`src/sv/bdq_pkg.sv`:
```
// Shared types, sizes and helpers for the bounded deque with search.
`timescale 1ns / 1ps
package bdq_pkg;

  localparam int unsigned DEPTH  = 16;
  localparam int unsigned AW     = (DEPTH > 1) ? $clog2(DEPTH) : 1;
  localparam int unsigned CW     = $clog2(DEPTH + 1);
  localparam int unsigned DATA_W = 32;
  localparam int unsigned OP_W   = 2;
  localparam int unsigned CNT_FW = 5;

  typedef enum logic [OP_W-1:0] {
    OP_INS_FRONT = 2'd0,
    OP_INS_BACK  = 2'd1,
    OP_REM_FRONT = 2'd2,
    OP_SEARCH    = 2'd3
  } op_e;

  typedef struct packed {
    logic              ok;
    logic [CNT_FW-1:0] count;
    logic              empty_res;
  } bdq_res_t;

  typedef struct packed {
    logic                     we;
    logic [AW-1:0]            waddr;
    logic signed [DATA_W-1:0] wdata;
    logic                     re;
    logic [AW-1:0]            raddr;
  } bdq_mem_req_t;

  function automatic bdq_res_t make_res(logic ok, logic [CW-1:0] cnt);
    bdq_res_t r;
    r.ok        = ok;
    r.count     = CNT_FW'(cnt);
    r.empty_res = (cnt == '0);
    return r;
  endfunction

endpackage

```
`src/sv/bdq_store.sv`:
```
// Entry store: one write port, one read port, registered read data.
`timescale 1ns / 1ps
module bdq_store import bdq_pkg::*; (
  input  logic                     clk_i,
  input  bdq_mem_req_t             mem_i,
  output logic signed [DATA_W-1:0] rdata_o
);

  logic signed [DATA_W-1:0] mem_q [DEPTH];

  always_ff @(posedge clk_i) begin
    if (mem_i.we) begin
      mem_q[mem_i.waddr] <= mem_i.wdata;
    end
    if (mem_i.re) begin
      rdata_o <= mem_q[mem_i.raddr];
    end
  end

endmodule

```
`config.mk`:
```
export PLATFORM = sky130hd
export DESIGN_NAME = bdq_store
export DESIGN_NICKNAME = d
export VERILOG_FILES = /design/src/sv/bdq_pkg.sv /design/src/sv/bdq_store.sv
export SDC_FILE = /design/constraint.sdc
export NUM_CORES = 1
export LEC_CHECK = 0
export BUFFER_PORTS_ARGS = -buffer_cell sky130_fd_sc_hd__buf_2
export CORE_MARGIN = 3
export CORE_UTILIZATION = 65
export CTS_BUF_LIST = sky130_fd_sc_hd__clkbuf_8
export CTS_CLUSTER_SIZE = 20
export DETAILED_ROUTE_END_ITERATION = 8
export GPL_TIMING_DRIVEN = 0
export PLACE_DENSITY_LB_ADDON = 0.12
export SYNTH_ARGS = -nofsm -noshare
export SYNTH_HDL_FRONTEND = slang
export SYNTH_SLANG_ARGS = --single-unit
```
`constraint.sdc`:
```
create_clock -name clk_i -period 8.3 [get_ports clk_i]
set_input_delay 1.245 -clock clk_i [delete_from_list [all_inputs] [get_ports clk_i]]
set_output_delay 1.245 -clock clk_i [all_outputs]
set_load 0.03 [all_outputs]
```
# ---- After elaboration in Yosys (flattened, before gate mapping)
# Memories as Yosys holds them, arrays and structs flattened. A register that Yosys moved wholly into a read port is not among the register bits.
# Cells that the tools add are included.
dict set report word_totals {
  output_inout_bits 32
  ram_bits 512
  latch_bits 0
  wordCells 3
  inputBits 43
  register_bits 0
  n_memories 1
  rom_bits 0
}
dict set report classes {
  eq_ne 0
  bitwise 0
  muxes 2
  reduce_logical 0
  addsub 0
  n_div 0
  multipliers 0
  order_cmp 0
  shift 0
}
# name words word_bits rd rd_clocked_by_memory_dff wr line_no
set memory_table {}
lappend memory_table {mem_q 16 32 1 1 1 bdq_store.sv:9} ;# logic signed [DATA_W-1:0] mem_q [DEPTH];
# operator count
set ops {}
lappend ops {{$mux 1} 2}

# ---- Depth between registers and ports, before layout
# Gate-level depths: netlist (run 1).
dict set report depth {
  ltp_word 2
  ltp_mapped 5
  mapped_depth_nobuf 3
}

# ---- Worst setup path after synthesis (run 1)
# No wires, ideal clock.
dict set report synth_timing {
  path_type {input-to-reg}
  from {input port mem_i[39] (netlist bit)}
  to {memory mem_q[0][0], enable pin}
  arrival_time_ns 3.963
  path_stages 2
  setup_slack_ns 3.875
  path_buffers 0
  setup_ns 0.461
  t_required_ns 7.839
  path_cell_list {or3b_2 -> nor3_1}
}
# item line_no
set synth_lines {}
lappend synth_lines {{start: declaration} bdq_store.sv:5} ;# input bdq_mem_req_t mem_i,
lappend synth_lines {{end: declaration} bdq_store.sv:9}
# Straight into the memory's write port.

# ---- Worst setup path in the final report (run 1)
dict set report layout_timing {
  from {input port mem_i[39] (netlist bit)}
  to {memory mem_q[0][30], enable pin}
}
# Straight into the memory's write port.

==> results of run 1 <==
-- power by group --
group          total (mW)  switching, mW  leakage, nW  internal (mW)
Sequential           3.11         0.0158         4.94           3.10
Clock                2.10          0.983        0.881           1.11
Combinational       0.304          0.191         1.71          0.113
-- state kept, by name, indices dropped and copies added (netlist names) --
register,cells
rdata_o,32
mem_q,512
-- metrics by stage --
step	hold WS, ps	area [sq um]	total power, mW	utilization (%)	setup slack, ps
4_1_cts	756	23100	5.54	76.8	5480
5_1_grt	783	23100	5.70	76.8	5420
2_1_floorplan	710	20200	3.34	-	3880
3_5_place_dp	737	21500	3.47	71.6	4880
6_report	748	23100	5.51	76.8	5440
3_3_place_gp	730	21000	3.45	69.8	1410
-- worst paths after layout --
path	from	endpoint	slack, ps
min reg2reg	mem_q[15][2]	rdata_o[2]	750
min	mem_q[15][2]	rdata_o[2]	750
max reg2reg	mem_q[11][18]	rdata_o[18]	6770
max	mem_i[39]	mem_q[0][30]	5440
-- final cells by class --
type | count | area [sq um] | share of cell area, %
buffer | 43 | 223 | 0.963
clock buffer | 85 | 1170 | 5.06
clock inverter | 66 | 417 | 1.80
multi-input combinational | 251 | 3730 | 16.1
sequential | 544 | 16300 | 70.6
tap | 390 | 488 | 2.11
timing repair buffer | 98 | 777 | 3.36
-- layer usage --
| metal | wire length [um] | vias up |
|---|---|---|
| met4 | 1170 | 2 |
| met5 | 7 | - |
| met2 | 22700 | 512 |
| met1 | 15600 | 5055 |
| li1 | - | 4000 |
| met3 | 3600 | 80 |
-- cells in the mapped netlist, types with 4 or more instances --
| library cell | number | area [sq um] |
|---|---|---|
| nor2_1 | 13 | 48.8 |
| clkbuf_1 | 17 | 63.8 |
| edfxtp_1 | 544 | 16300 |
| nor3_1 | 4 | 20.0 |
| mux4_2 | 128 | 2880 |
| buf_2 | 4 | 20.0 |
| nand2_1 | 33 | 124 |
| buf_4 | 11 | 82.6 |
| a22oi_1 | 64 | 480 |
| buf_1 | 9 | 33.8 |
-- kinds of logic after synthesis --
kind of cell | after synthesis | share of synthesized area [%]
AND/OR/NAND/NOR | 59 | 1.25
flip-flops | 544 | 81.0
multiplexers | 128 | 14.3
AO/OA/AOI/OAI | 64 | 2.38
buffers and inverters | 43 | 1.10
-- worst register-to-register path: stages (launching register included) --
cell	delay, ps
edfxtp_1	390
mux4_2	480
a22oi_1	290
nand2_1	120
==> run metrics, run 1 <==
antenna cells 0; endpoint class of the critical path flip-flop; Total GRT Usage 26.7%; Die Y approximately 180 um; PwrDens roughly 240 nW/um^2; GP Congestion roughly 0.73; WP data required ~8600 ps; I/O Pins 75; worst slew margin relative to its limit 33.4%; M2 GR Usage a little under half; most frequent cells in the layout edfxtp_1 (544), mux4_2 (128), clkbuf_8 (85), buf_2 (76), a22oi_1 (64); Worst path slowest cell nor3_2; # DRC 0; clock skew around 21 ps; commonest non-fill, non-tap cell in the layout edfxtp_1; clock slew at reported path FFs roughly 60 ps; total global routing overflow 0; critical path's largest stage delay between 700 and 800 ps; YS warnings 0; Max Clk Rate 350 MHz; async set-reset flop share out of synthesis 0%; post-DP HPWL between 20000 and 30000 um; delay-heaviest family, CP simple AND/OR/NAND/NOR gates; FP Rows between 60 and 70; Post-CTS Setup Repair Bufs 0; area added between synthesis and finish 14.7%; GR peak layer met2; Clock Root Buffer clkbuf_8; pin count of the biggest net entering global routing 33; ANT nets after route 0; CP cell instances buf_2 > or3b_2 > nor3_2 > buf_6 > buf_6; maxcap violations 0; count of state elements after synthesis approximately 540; TritonCTS clock tree built; layout cell share with drive strength beyond 1 approximately a third; minimum clock period around 2900 ps; Starting Density roughly 67%; CP Max Fanout 10; Synth Net Count roughly 880; vias in the first global route between 10k and 15k; Resized Gates After CTS 0; cell area after synthesis around 20000 sq um; vias ~9.6k; Mapped Cells around 840; VDD IR max between 0.00015 and 0.0002 V; CTS sink cnt about 540; DR iter-0 viols between 1k and 1.5k; WP buf/inv 3; Crit path depth 5; status completed; most used cell, CP buf_6; full die area 33200 sq um; Tcrit/Tclk final about a third; post-synthesis sequential area ratio between 80% and 90%; M3 GR Usage under 10%; final hold vios 0; EDFF count, synth 544; Max H-tree Level 3; final setup TNS 0 ps; port bufs roughly 70; static leakage power 7.54 nW; core area ~30000 sq um; Die X 182 um; Slew Limit Fails 0; Routed WL ~43000 um; Layout Nets 1063; CTS Buf Count 82; hold_buf cts 0; initial antenna violation count 1; WS Path Type in2reg; met1 usage a little over a third; RSZ-0062 raised after global routing false; Reg2Reg Depth 3; Via density ~6.5; DR WL/cell 29.2 um; Hold Path Stages 3; drt first pass iters 5; endpoints failing setup 0; startpoint types primary input; Avg Inst Size Synth around 24 sq um; Primary FF master, synth edfxtp_1; Longest Clk Path Bufs 3; number of fill cells 1537; Worst-Skew Late Latency about 600 ps; Post-Place Cells approximately 1.3k; post-synthesis cell type count 17; Critical Path AT ~3200 ps; Worst Hold Class reg2reg; Slew @ Worst Pin approximately 1000 ps; Layout Cells excl Fill 1477; global-route wire length before repair about 64000 um
Note: power is estimated with default switching activity, not from simulation.
==> run 2: changes to the inputs <==
--- a/config.mk
+++ b/config.mk
@@ -7,7 +7,7 @@
 export LEC_CHECK = 0
 export BUFFER_PORTS_ARGS = -buffer_cell sky130_fd_sc_hd__buf_2
 export CORE_MARGIN = 3
-export CORE_UTILIZATION = 65
+export CORE_UTILIZATION = 64
 export CTS_BUF_LIST = sky130_fd_sc_hd__clkbuf_8
 export CTS_CLUSTER_SIZE = 20
 export DETAILED_ROUTE_END_ITERATION = 8
==> constraint.sdc (replaced) <==
create_clock -name clk_i -period 2.82 [get_ports clk_i]
set_input_delay 0.423 -clock clk_i [delete_from_list [all_inputs] [get_ports clk_i]]
set_output_delay 0.423 -clock clk_i [all_outputs]
set_load 0.03 [all_outputs]
==> run 2 against run 1 <==
  * Cell count decreased by 0.68%
  * Hold slack got worse by 550 ps
  * Critical endpoint is now mem_q[8][28]
  * Clock skew fell by 5.1 ps
  * Sequential share of layout area rose by 0.18 points
  * Critical path type unchanged
  * Largest cell class unchanged
  * Critical path depth unchanged
  * Flip-flop and latch count unchanged
  * Highest routed layer unchanged
  * Sequential power rose to 2.9 times the previous value
==> run metrics, run 2 (same netlist as run 1, synthesis figures left out) <==
Slew @ Worst Pin 992 ps; post-DP HPWL between 20000 and 30000 um; startpoint types primary input; final hold vios 0; HP Start mem_i[30]; max FFs per register 512; Combinational Power Share 5.7%; Layout Nets between 1k and 1.5k; critical path's largest stage delay 810 ps; Die X 184 um; Max Clk Rate approximately 540 MHz; WP data required approximately 3100 ps; Total GRT Usage a little over a quarter; endpoint class of the critical path flip-flop; I/O Pins 75; Tcrit/Tclk final 66.2%; Starting Density 65.4%; final hold slack a little under 200 ps; initial antenna violation count 1; worst slew margin relative to its limit roughly 34%; Longest Clk Path Bufs 3; clock slew at reported path FFs roughly 70 ps; switching pwr between 3 and 4 mW; maxcap violations 0; DR iter-0 viols between 1k and 1.5k; pin count of the biggest net entering global routing 33; DR WL/cell about 29 um; antenna cells 0; TritonCTS clock tree built; GP Congestion roughly 0.74; Critical Path AT roughly 2200 ps; P_int around 12 mW; final core utilization between 70 and 80%; full die area between 30000 and 40000 sq um; VDD IR max 0.000607 V; Hold Path Stages 1; Final WS setup 954 ps; CP Max Fanout 13; Resized Gates After CTS 0; vias in the first global route 10.2k; Slew Limit Fails 0; Worst path slowest cell nor3_4; Reg-to-Reg End rdata_o[17]; pre-CTS setup slack roughly 330 ps; status completed; total power draw 15.8 mW; layout cell share with drive strength beyond 1 32.8%; global-route wire length before repair 64200 um; number of fill cells around 1.6k; Crit path depth 5; most frequent cells in the layout edfxtp_1 (544), mux4_2 (128), clkbuf_8 (85), buf_2 (76), a22oi_1 (64); largest register by flop count mem_q; Worst-Skew Late Latency around 600 ps; commonest non-fill, non-tap cell in the layout edfxtp_1; PwrDens just under 700 nW/um^2; clock share of power between 30% and 40%; ANT nets after route 0; Reg2Reg Depth 3; static leakage power between 7 and 8 nW; vias around 9.5k; core area 30800 sq um; total global routing overflow 0; WS Path Type in2reg; WHS Endpoint mem_q[11][25]; WP buf/inv 3; Worst Hold Class in2reg; minimum clock period ~1900 ps; FP Rows 64; area added between synthesis and finish 14.4%; Post-CTS Setup Repair Bufs 0; Max H-tree Level 3; Largest regs mem_q x512, rdata_o x32; port bufs 72; Via density approximately 6.5; most used cell, CP buf_16; Routed WL roughly 43000 um; FF-to-FF setup slack 1280 ps; RSZ-0062 raised after global routing false; endpoints failing setup 0; CTS sink cnt about 540; CTS Buf Count 82; drt first pass iters 6; CP cell instances buf_2 > nand3b_1 > nor3_4 > buf_16 > buf_16; Die Y 184 um; delay-heaviest family, CP simple AND/OR/NAND/NOR gates; switching portion of total power 21.5%; Seq pwr share just under 60%; RR Startpoint mem_q[11][17]; Clock Root Buffer clkbuf_8; # DRC 0; clock skew 16.3 ps; hold_buf cts 0
[run 2: cell types whose count changed in the layout (fill, tap and decap cells not counted), sizes merged]
| cell | before | now |
|---|---|---|
| clkinvlp | 1 | 2 |
| bufinv | 5 | 2 |
| clkinv | 40 | 29 |
| buf | 124 | 118 |
| inv | 20 | 23 |
[run 2: worst max-delay path by stage]
| stage | startpoint | end |
|---|---|---|
| after CTS | mem_i[39] | mem_q[8][5] |
| after global routing | mem_i[39] | mem_q[8][5] |
| after global placement | mem_i[39] | mem_q[1][25] |
| final | mem_i[39] | mem_q[8][28] |
| after floorplan | mem_i[39] | mem_q[1][0] |
| after detailed placement | mem_i[39] | mem_q[8][27] |
[run 2: through the flow]
stage / area, sq um / instances / TNS, ps
finish: 23100 / 1467 / 0
global route: 23100 / 1467 / 0
CTS: 23100 / 1467 / 0
detailed placement: 21600 / 1326 / 0
global placement: 21100 / 1306 / -622780
floorplan: 20200 / 838 / 0
[run 2: metal layers]
layer,global-route usage [%],routed length (um),share of wire [%],vias to the layer above
li1,-,-,-,3970
met1,36.5,15900,37,4990
met2,44.5,22000,52,509
met3,5.46,3590,8.4,77
met4,8.29,1040,2.4,2
met5,0,13,0.031,-
[run 2: power by group through the flow]
stage | sequential, mW | clock (mW) | combinational (mW)
2_1_floorplan | 9.40 | 0 | 0.436
3_3_place_gp | 9.32 | 0 | 0.827
3_5_place_dp | 9.33 | 0 | 0.902
4_1_cts | 9.16 | 5.85 | 0.903
5_1_grt | 9.17 | 6.23 | 0.960
6_report | 9.16 | 5.75 | 0.894
[run 2: final cells by class]
cell class,instances,area (sq um),area share (%)
Clock inverter,56,280,1.21
Sequential cell,544,16300,70.8
Clock buffer,85,1170,5.07
Multi-Input combinational cell,251,3750,16.3
Timing Repair Buffer,92,823,3.57
Buffer,43,223,0.965
Tap cell,396,495,2.15
